`config.mk`:
```
export PLATFORM = sky130hd
export DESIGN_NAME = wildcard_byte_pattern_scanner_unit
export DESIGN_NICKNAME = d
export VERILOG_FILES = /design/src/sv/wbps_pkg.sv /design/src/sv/wildcard_byte_pattern_scanner_unit.sv /design/src/sv/wbps_parser.sv /design/src/sv/wbps_cell.sv
export SDC_FILE = /design/constraint.sdc
export NUM_CORES = 1
export LEC_CHECK = 0
export ABC_CLOCK_PERIOD_IN_PS = 42900
export BUFFER_PORTS_ARGS = -buffer_cell sky130_fd_sc_hd__buf_2
export CAP_MARGIN = 0
export CELL_PAD_IN_SITES_DETAIL_PLACEMENT = 0
export CELL_PAD_IN_SITES_GLOBAL_PLACEMENT = 1
export CORE_UTILIZATION = 33
export DETAILED_ROUTE_END_ITERATION = 12
export HOLD_SLACK_MARGIN = 0.1
export MAX_ROUTING_LAYER = met4
export PLACE_DENSITY_LB_ADDON = 0.1
export SETUP_SLACK_MARGIN = 0.4
export SYNTH_ARGS = -nofsm -noshare
export SYNTH_HDL_FRONTEND = slang
export SYNTH_SLANG_ARGS = --single-unit
```
`constraint.sdc`:
```
create_clock -name i_clk -period 42.9 [get_ports i_clk]
set_input_delay 2.145 -clock i_clk [delete_from_list [all_inputs] [get_ports i_clk]]
set_output_delay 2.145 -clock i_clk [all_outputs]
set_load 0.005 [all_outputs]
```
`src/sv/wbps_pkg.sv`:
```
// Shared types and codes for the wildcard byte pattern scanner.
// Used by wbps_parser and wildcard_byte_pattern_scanner_unit.
package wbps_pkg;

    localparam logic [1:0] MODE_TEXT  = 2'd0;
    localparam logic [1:0] MODE_DATA  = 2'd1;
    localparam logic [1:0] MODE_CLEAR = 2'd2;

    typedef struct packed {
        logic [1:0] mode;
        logic [7:0] value;
        logic       last;
    } t_in_beat;

    typedef struct packed {
        logic        found;
        logic [31:0] offset;
        logic        overflow;
    } t_out_beat;

    typedef struct packed {
        logic       push;
        logic [7:0] pat_byte;
        logic       wild;
    } t_append;

endpackage

```
`src/sv/wildcard_byte_pattern_scanner_unit.sv`:
```
// Top level of the wildcard byte pattern scanner: text decoder, cell row, result buffer.
// Depends on wbps_pkg, wbps_parser and wbps_cell.
//
// Usage:
//   Input channel (i_in_valid / o_in_ready / i_in_data) carries one beat per item:
//   mode 0 is a pattern text character, mode 1 a data byte, mode 2 clears the
//   pattern and the scan. Mode 3 is ignored.
//   Pattern cell k holds the k-th newest pattern byte and window cell k the
//   k-th newest data byte, so every cell compares in place as a byte arrives.
//   Output channel (o_out_valid / i_out_ready / o_out_data) carries at most one
//   result per data byte: found with the match start offset, or not found on the
//   last byte of a scan, plus the pattern overflow flag.
//   Throughput: one item per cycle while o_in_ready is high; the match test over all
//   cells settles in the cycle the byte is taken, and its result is then registered.
//   A two-entry result buffer decouples the sides; o_in_ready drops only while
//   both entries are held by a stalled receiver.
//   Reset empties the pattern, the scan window and the result buffer at once.
module wildcard_byte_pattern_scanner_unit #(
    parameter int PATTERN_MAX = 64
) (
    input  logic                  i_clk,
    input  logic                  i_rst_n,
    input  logic                  i_in_valid,
    output logic                  o_in_ready,
    input  wbps_pkg::t_in_beat    i_in_data,
    output logic                  o_out_valid,
    input  logic                  i_out_ready,
    output wbps_pkg::t_out_beat   o_out_data
);

    localparam int LEN_W = $clog2(PATTERN_MAX + 1);

    logic                   w_acc;
    logic                   w_text;
    logic                   w_data;
    logic                   w_clear;
    wbps_pkg::t_append      w_append;
    logic                   w_shift_pat;
    logic                   w_shift_win;
    logic                   w_clr_win;
    logic                   w_match;
    logic                   w_has_res;
    wbps_pkg::t_out_beat    w_res;

    logic [LEN_W-1:0]       r_len;
    logic                   r_ovf;
    logic [31:0]            r_seen;
    logic                   r_done;

    logic [7:0]             w_pat   [PATTERN_MAX];
    logic                   w_wild  [PATTERN_MAX];
    logic [7:0]             w_win   [PATTERN_MAX];
    logic                   w_win_v [PATTERN_MAX];
    logic [PATTERN_MAX-1:0] w_hit;

    wbps_pkg::t_out_beat    r_main;
    logic                   r_main_v;
    wbps_pkg::t_out_beat    r_skid;
    logic                   r_skid_v;
    logic                   w_pop;

    assign o_in_ready = !r_skid_v;
    assign w_acc      = i_in_valid && o_in_ready;

    always_comb begin
        w_text  = 1'b0;
        w_data  = 1'b0;
        w_clear = 1'b0;
        unique case (i_in_data.mode)
            wbps_pkg::MODE_TEXT:  w_text  = w_acc;
            wbps_pkg::MODE_DATA:  w_data  = w_acc;
            wbps_pkg::MODE_CLEAR: w_clear = w_acc;
            default: ;
        endcase
    end

    wbps_parser u_parser (
        .i_clk    (i_clk),
        .i_rst_n  (i_rst_n),
        .i_take   (w_text),
        .i_flush  (w_clear || w_data),
        .i_char   (i_in_data.value),
        .o_append (w_append)
    );

    assign w_shift_pat = w_append.push && (r_len < LEN_W'(PATTERN_MAX));
    assign w_shift_win = w_data && !r_done;
    assign w_clr_win   = w_clear || (w_data && i_in_data.last);

    for (genvar k = 0; k < PATTERN_MAX; k++) begin : g_cell
        logic [7:0] w_pat_in;
        logic       w_wild_in;
        logic [7:0] w_win_in;
        logic       w_win_v_in;

        if (k == 0) begin : g_head
            assign w_pat_in   = w_append.pat_byte;
            assign w_wild_in  = w_append.wild;
            assign w_win_in   = i_in_data.value;
            assign w_win_v_in = 1'b1;
        end else begin : g_body
            assign w_pat_in   = w_pat[k-1];
            assign w_wild_in  = w_wild[k-1];
            assign w_win_in   = w_win[k-1];
            assign w_win_v_in = w_win_v[k-1];
        end

        wbps_cell u_cell (
            .i_clk       (i_clk),
            .i_rst_n     (i_rst_n),
            .i_shift_pat (w_shift_pat),
            .i_pat       (w_pat_in),
            .i_wild      (w_wild_in),
            .o_pat       (w_pat[k]),
            .o_wild      (w_wild[k]),
            .i_shift_win (w_shift_win),
            .i_clr_win   (w_clr_win),
            .i_win       (w_win_in),
            .i_win_v     (w_win_v_in),
            .o_win       (w_win[k]),
            .o_win_v     (w_win_v[k]),
            .i_active    (LEN_W'(k) < r_len),
            .o_hit       (w_hit[k])
        );
    end

    assign w_match   = &w_hit;
    assign w_has_res = w_shift_win && (w_match || i_in_data.last);

    always_comb begin
        w_res          = '0;
        w_res.overflow = r_ovf;
        if (w_match) begin
            w_res.found = 1'b1;
            if (r_len == '0) begin
                w_res.offset = r_seen;
            end else begin
                w_res.offset = r_seen + 32'd1 - 32'(r_len);
            end
        end
    end

    always_ff @(posedge i_clk) begin
        if (!i_rst_n) begin
            r_len  <= '0;
            r_ovf  <= 1'b0;
            r_seen <= 32'd0;
            r_done <= 1'b0;
        end else begin
            if (w_clear) begin
                r_len <= '0;
                r_ovf <= 1'b0;
            end else if (w_shift_pat) begin
                r_len <= r_len + LEN_W'(1);
            end else if (w_append.push) begin
                r_ovf <= 1'b1;
            end
            if (w_clr_win) begin
                r_seen <= 32'd0;
                r_done <= 1'b0;
            end else if (w_shift_win) begin
                r_seen <= r_seen + 32'd1;
                if (w_match) begin
                    r_done <= 1'b1;
                end
            end
        end
    end

    assign w_pop = r_main_v && i_out_ready;

    always_ff @(posedge i_clk) begin
        if (!i_rst_n) begin
            r_main_v <= 1'b0;
            r_skid_v <= 1'b0;
        end else if (r_skid_v) begin
            if (w_pop) begin
                r_main   <= r_skid;
                r_skid_v <= 1'b0;
            end
        end else if (w_has_res) begin
            if (!r_main_v || w_pop) begin
                r_main   <= w_res;
                r_main_v <= 1'b1;
            end else begin
                r_skid   <= w_res;
                r_skid_v <= 1'b1;
            end
        end else if (w_pop) begin
            r_main_v <= 1'b0;
        end
    end

    assign o_out_valid = r_main_v;
    assign o_out_data  = r_main;

endmodule

```
`src/sv/wbps_parser.sv`:
```
// Pattern text decoder: turns hex text, spaces and '?' into pattern bytes.
// Depends on wbps_pkg for the append request type.
module wbps_parser (
    input  logic                i_clk,
    input  logic                i_rst_n,
    input  logic                i_take,
    input  logic                i_flush,
    input  logic [7:0]          i_char,
    output wbps_pkg::t_append   o_append
);

    localparam logic [7:0] CHAR_QUESTION = 8'h3F;
    localparam logic [7:0] CHAR_SPACE    = 8'h20;

    logic [3:0] r_high;
    logic [3:0] n_high;
    logic       r_pending;
    logic       n_pending;
    logic       r_after_q;
    logic       n_after_q;
    logic [3:0] w_hex;

    function automatic logic [3:0] hex_val(input logic [7:0] c);
        logic [3:0] v;
        v = 4'd0;
        if (c >= 8'h30 && c <= 8'h39) begin
            v = 4'(c - 8'h30);
        end else if (c >= 8'h61 && c <= 8'h66) begin
            v = 4'(c - 8'h57);
        end else if (c >= 8'h41 && c <= 8'h46) begin
            v = 4'(c - 8'h37);
        end
        return v;
    endfunction

    assign w_hex = hex_val(i_char);

    always_comb begin
        n_high    = r_high;
        n_pending = r_pending;
        n_after_q = r_after_q;
        o_append  = '0;
        priority if (i_flush) begin
            n_high    = 4'd0;
            n_pending = 1'b0;
            n_after_q = 1'b0;
        end else if (i_take) begin
            priority if (r_pending) begin
                o_append.push     = 1'b1;
                o_append.pat_byte = {r_high, w_hex};
                n_pending         = 1'b0;
                n_after_q         = 1'b0;
            end else if (r_after_q && i_char == CHAR_QUESTION) begin
                n_after_q = 1'b0;
            end else if (i_char == CHAR_SPACE) begin
                n_after_q = 1'b0;
            end else if (i_char == CHAR_QUESTION) begin
                o_append.push = 1'b1;
                o_append.wild = 1'b1;
                n_after_q     = 1'b1;
            end else begin
                n_high    = w_hex;
                n_pending = 1'b1;
                n_after_q = 1'b0;
            end
        end
    end

    always_ff @(posedge i_clk) begin
        if (!i_rst_n) begin
            r_high    <= 4'd0;
            r_pending <= 1'b0;
            r_after_q <= 1'b0;
        end else begin
            r_high    <= n_high;
            r_pending <= n_pending;
            r_after_q <= n_after_q;
        end
    end

endmodule

```
`src/sv/wbps_cell.sv`:
```
// One scan cell: holds a pattern byte with its wildcard mark and one window byte.
// Both shift to the next cell; the cell flags a hit against the incoming byte.
module wbps_cell (
    input  logic       i_clk,
    input  logic       i_rst_n,
    input  logic       i_shift_pat,
    input  logic [7:0] i_pat,
    input  logic       i_wild,
    output logic [7:0] o_pat,
    output logic       o_wild,
    input  logic       i_shift_win,
    input  logic       i_clr_win,
    input  logic [7:0] i_win,
    input  logic       i_win_v,
    output logic [7:0] o_win,
    output logic       o_win_v,
    input  logic       i_active,
    output logic       o_hit
);

    logic [7:0] r_pat;
    logic       r_wild;
    logic [7:0] r_win;
    logic       r_win_v;

    always_ff @(posedge i_clk) begin
        if (i_shift_pat) begin
            r_pat  <= i_pat;
            r_wild <= i_wild;
        end
        if (i_shift_win) begin
            r_win <= i_win;
        end
    end

    always_ff @(posedge i_clk) begin
        if (!i_rst_n) begin
            r_win_v <= 1'b0;
        end else if (i_clr_win) begin
            r_win_v <= 1'b0;
        end else if (i_shift_win) begin
            r_win_v <= i_win_v;
        end
    end

    assign o_pat   = r_pat;
    assign o_wild  = r_wild;
    assign o_win   = r_win;
    assign o_win_v = r_win_v;
    assign o_hit   = !i_active || (i_win_v && (r_wild || r_pat == i_win));

endmodule
```
# --- Yosys cells after proc, flatten, opt, wreduce, memory -nomap -nowiden ---
# Cells that the tools add are included.
# Widths: inputs -> output; s select.
totals:
  reg_bits: 1260
  inputBits: 15
  out_inout_bits: 36
  wordCells: 745
classes:
  reduce_logical: 289
  bitwise: 9
  add_sub_neg: 6
  n_eq_ne: 70
  n_lt_le_gt_ge: 71
  mux: 31
ops:
  columns: ["op", "count"]
  rows:
  - ["$eq 8x8->1", 64]
  - ["$lt 6x7->1 const A", 32]
  - ["$mux 34", 4]
  - ["$logic_or 1x1->1", 132]
  - ["$lt 5x7->1 const A", 16]
  - ["$logic_and 1x1->1", 73]
  - ["$logic_not 1->1", 67]
  - ["$reduce_and 65->1", 1]
  - ["$reduce_and 64->1", 1]
  - ["$lt 4x7->1 const A", 8]
  - ["$mux 33", 1]
  - ["$add 32x1->32 const B", 1]
  - ["$mux 32", 1]
  - ["$sub 32x7->32", 1]
  - ["$lt 3x7->1 const A", 4]
  - ["$mux 10", 2]
  - ["$mux 1", 19]
  - ["$eq 8x6->1 const B", 2]
  - ["$ge 8x7->1 const B", 2]
  - ["$le 8x7->1 const B", 2]
  - ["$lt 1x7->1 const A", 2]
  - ["$lt 2x7->1 const A", 2]
  - ["$mux 4", 3]
  - ["$not 1->1", 9]
  - ["other kinds (19)", 27]

# --- Depth between registers and ports, before layout ---
depth:
  word_depth: 11
  depth_mapped: 16
  ltp_nobuf: 14

# --- By module ---
# Synthesis repeated with hierarchy kept, for this count alone.
hier_totals:
  cells_unflattened: 3097
  hier_area_um2: 50277.0
modules_own_cells:
  columns: ["module", "area_each_um2", "cells_per_inst", "n_inst", "seq_area_each_um2"]
  rows:
  - ["wbps_cell", 663.1, 34, 64, 530.5]
  - ["wildcard_byte_pattern_scanner_unit", 7307.0, 857, 1, 2902.8]
  - ["wbps_parser", 529.3, 64, 1, 120.1]

# --- Least setup slack after synthesis ---
# No wires, ideal clock.
synth_timing:
  path_kind: "input to register"
  from: "input i_in_data[7] (netlist bit)"
  to: "register r_len[5]"
  arrival_ns: 30.502
  slack_ns: 12.325
  setup_time_ns: 0.073
  cell_stages: 8
  path_buffers: 0
  required_time_ns: 42.827
  path_cell_list: "nor4bb_1 -> nand4_1 -> nor2_1 -> o21ai_0 -> nor2_1 -> nand3_1 -> or3_1 -> a21oi_1"
synth_via:
  elab_chain_cells: 8
  word_cells_on_any_way: 10
  classes_between: "eq/ne (2); mux (6); reduce/logical (2)"
synth_lines:
  columns: ["element", "line", "source"]
  rows:
  - ["from (decl)", "wildcard_byte_pattern_scanner_unit.sv:25", "input wbps_pkg::t_in_beat i_in_data,"]
  - ["$eq 8x6->1", "wbps_parser.sv:53, wbps_parser.sv:57", null]
  - ["$mux 1", "wbps_parser.sv:57", "end else if (i_char == CHAR_QUESTION) begin"]
  - ["$mux 1", "wbps_parser.sv:55", "end else if (i_char == CHAR_SPACE) begin"]
  - ["$mux 1 (*)", "wbps_parser.sv:53", "end else if (r_after_q && i_char == CHAR_QUESTION) begin"]
  - ["$mux 1 (*)", "wbps_parser.sv:48", "priority if (r_pending) begin"]
  - ["$mux 10 (*)", "wbps_parser.sv:47", "end else if (i_take) begin"]
  - ["$mux 10 (*)", "wbps_parser.sv:43", "priority if (i_flush) begin"]
  - ["$logic_and 1x1->1 (*)", "wildcard_byte_pattern_scanner_unit.sv:86", "assign w_shift_pat = w_append.push && (r_len < LEN_W'(PATTERN_MAX));"]
  - ["net g_cell[0].u_cell.i_shift_pat", "wbps_cell.sv:6", "input logic i_shift_pat,"]
  - ["to (signal assigned)", "wildcard_byte_pattern_scanner_unit.sv:154", "r_len <= r_len + LEN_W'(1);"]
  - ["to (decl)", "wildcard_byte_pattern_scanner_unit.sv:45", "logic [LEN_W-1:0] r_len;"]
# The timed path passes the listed nets; every way through them passes the cells marked *.
# A chain may end at the register's enable or synchronous reset.

# --- Worst setup path after layout ---
layout_timing:
  from: "input i_in_valid"
  to: "register g_cell[51].u_cell.r_win[6] (enable)"
layout_via:
  elab_chain_cells: 3
layout_lines:
  columns: ["element", "line", "source"]
  rows:
  - ["from (decl)", "wildcard_byte_pattern_scanner_unit.sv:23", "input logic i_in_valid,"]
  - ["$logic_and 1x1->1", "wildcard_byte_pattern_scanner_unit.sv:63", "assign w_acc = i_in_valid && o_in_ready;"]
  - ["$mux 1", "wildcard_byte_pattern_scanner_unit.sv:69", "unique case (i_in_data.mode)"]
  - ["$logic_and 1x1->1", "wildcard_byte_pattern_scanner_unit.sv:87", "assign w_shift_win = w_data && !r_done;"]
  - ["to (signal assigned)", "wbps_cell.sv:32", "r_win <= i_win;"]
  - ["to (decl)", "wbps_cell.sv:23", "logic [7:0] r_win;"]
# No other way between the ends.

==> qor.txt <==
CTS Hold Buffers Added = 0
Max-Cap Viols = 0
DR WL/cell = 21.3 um
cts repair resizes = 0
CTS buffer count = 141
Post-CTS Setup Inserts = 0
die area = 0.148 mm2
DRC = 0
synthesized area = 0.0485 mm2
family with the most delay on the worst path = buffers and inverters
core area = 0.146 mm2
clk sinks = 1260
Die Wd = 385 um
Worst path most repeated cell = buf_4
Clock Latency Late Sink = 0.74 ns
largest net degree at the start of global routing = 119
Highest Signal Layer = met4
Synthesized Nets = 3060
status = finished clean
cell leakage power = 0.0170 uW
dpl hpwl = 72300 um
asr flop ratio synth = 0%
H-tree levels = 4
share of cells above drive strength 1 = 9.90%
fin crit period = 6.30 ns
Metal-1 WL = 51800 um
worst slew pin tran = 1.33 ns
clock skew = 0.0304 ns
synth unique cells = 78
maximum fanout along the worst path = 118
Clock Pin Slew Worst Setup and Hold Paths = 0.06 ns
gr ovfl total = 0
Synth warnings = 0
io pins = 51
Die Y = 385 um
Fin. Hold Viols = 0
Max Slew Vio Count = 0
Worst Hold Class = flip-flop to flip-flop
Worst Path Required = 43.26 ns
sequential-to-total area share from yosys stat = 75.7%
DP Worst Slack = 35.72 ns
maximum VDD drop = 28.0 uV
commonest non-fill, non-tap cell in the layout = edfxtp_1
Syn Inst Count = 3030
Cell Chain, Critical Path = buf_2 -> nand2_1 -> nor2_1 -> and2_1 -> nand2b_4 -> inv_8 -> buf_4 -> buf_4 -> buf_4 -> buf_4
Syn Area/Cell = 16.0 um2
routed wl met2 = 50300 um
main flop type after synthesis = edfxtp_1
crit path kind = input port to flip-flop
crit start category = input port
Post-synth EDFFs = 1148
setup slack after layout = 36.60 ns
Port Buffers = 50
final layout net count = 3198
RSZ-0062 raised after global routing = false
CTS tree = yes
mean number of vias per cell = 4.81
number of DRC markers in iteration 0 = 1878
# rows = 140
Final TNS setup = 0 ns
crit path buf inv count = 6
synth top area cells = edfxtp_1 (71%), xor2_1 (6.5%), dfxtp_1 (4.6%)
area fraction of the dominant cell type after synthesis = 71.1%
first-pass GRT wire length = 167000 um
CTS Root Cell = clkbuf_16
DRT antenna net count = 0
met3 wire len = 5850 um
CP arrival = 6.66 ns
drt total wl = 111000 um
Initial Utilization = 33.3%
fmax = 159 MHz
hold slack = 0.448 ns
PD cells = 46.1 mW/mm2
area delta synth->final = 14.5%
CP max stage cell = buf_4
All-Layer GR Usage = 15.5%
crit share post-route = 14.7%
most frequent cells in the layout = edfxtp_1 (1148), xor2_1 (362), xnor2_1 (225), nand2_1 (216), nor2_1 (156)
synthesized flop and latch total = 1260
setup violators final = 0
antenna violations before repair = 3
crit end category = flip-flop
CP peak stage delay = 0.79 ns
vias in the first global route = 25700
First-pass DRT Iterations = 5
cell taking the most area after synthesis = edfxtp_1
Slew Limit Headroom = 10.2%
Max Root-Sink Buffers = 3
gpl congestion = 0.825
vias post-DR = 25000
==> layout make-up <==
type | count | area (um2)
antenna | 2 | 5.00
clock buffer | 177 | 3750
clock inverter | 70 | 689
fill | 13600 | 90300
inverter | 35 | 139
multi-input combinational | 1648 | 11300
sequential | 1260 | 36700
tap | 1917 | 2400
timing repair buffer | 82 | 490
==> synthesized netlist by cell type (all sizes together), types with 7 or more instances <==
cell type,n
edfxtp,1148
xor2,362
xnor2,225
nand2,216
nor2,157
a21oi,138
dfxtp,112
nor4,94
clkbuf,65
o21ai,64
nand4,58
o31ai,40
inv,32
nand3,30
nor3,29
buf,22
or3,20
a41o,17
ha,14
nor2b,14
and3,11
mux2i,11
or4,11
a211oi,10
a31oi,9
and2,8
and4,7
o22ai,7
==> kinds of logic after synthesis <==
logic type | after synthesis | synth area share [%]
AND/OR/NAND/NOR | 671 | 6.76
XOR/XNOR | 587 | 10.6
adder cells (fa/ha/maj) | 16 | 0.423
multiplexers | 12 | 0.250
buffers and inverters | 122 | 1.05
AO/OA/AOI/OAI | 362 | 5.17
flip-flops | 1260 | 75.7
==> state kept, by name (all words and copies together) (netlist names) <==
register,flops
g_cell.u_cell.o_pat,512
g_cell.u_cell.o_wild,64
g_cell.u_cell.o_win,504
g_cell.u_cell.o_win_v,63
o_out_data,34
o_out_valid,1
r_done,1
r_len,7
r_ovf,1
r_seen,32
r_skid,34
r_skid_v,1
u_parser.r_after_q,1
u_parser.r_high,4
u_parser.r_pending,1
==> per-layer routing <==
layer | GRT usage, % | up-vias
met4 | 5.06 | 0
li1 | - | 11600
met2 | 22.9 | 541
met5 | - | -
met1 | 20.9 | 12600
met3 | 3.76 | 188
==> path summary, 6_finish.rpt <==
kind | start | end | slack (ns) | cells past startpoint
worst max-delay path | i_in_valid | g_cell[51].u_cell.o_win[6] | 36.60 | 10
worst min-delay path | g_cell[21].u_cell.o_wild | g_cell[22].u_cell.o_wild | 0.45 | 0
worst max register to register | r_len[1] | r_skid[17] | 37.41 | 10
worst min register to register | g_cell[21].u_cell.o_wild | g_cell[22].u_cell.o_wild | 0.45 | 0
==> through the flow <==
stage          cell area (um2)  instances  total power (uW)  util (%)
4_1_cts                  55500       5188              2600      38.1
6_report                 55500       5191              2560      38.1
5_1_grt                  55500       5191              2650      38.1
3_5_place_dp             51000       4941              1410      35.0
2_1_floorplan            48500       3030              1410         -
3_3_place_gp             51000       4941              1410      35.0
==> worst reg2reg max path, cell delays in order (launching register included) <==
cell,delay (ns)
dfxtp_1,0.57
or3_1,0.52
nand2_1,0.36
a221oi_1,0.33
or4_1,0.58
nor4_1,0.62
nand4_1,0.18
or4_1,0.56
or4_4,0.63
a211oi_4,0.25
buf_4,0.48
==> report_power, final <==
part,total (uW),switching (uW),internal [uW],leakage (uW)
Clock,1170,482,690,0.00217
Combinational,35.8,26.0,9.83,0.00418
Sequential,1350,8.92,1340,0.0106
(Power assumes the default switching activity.)
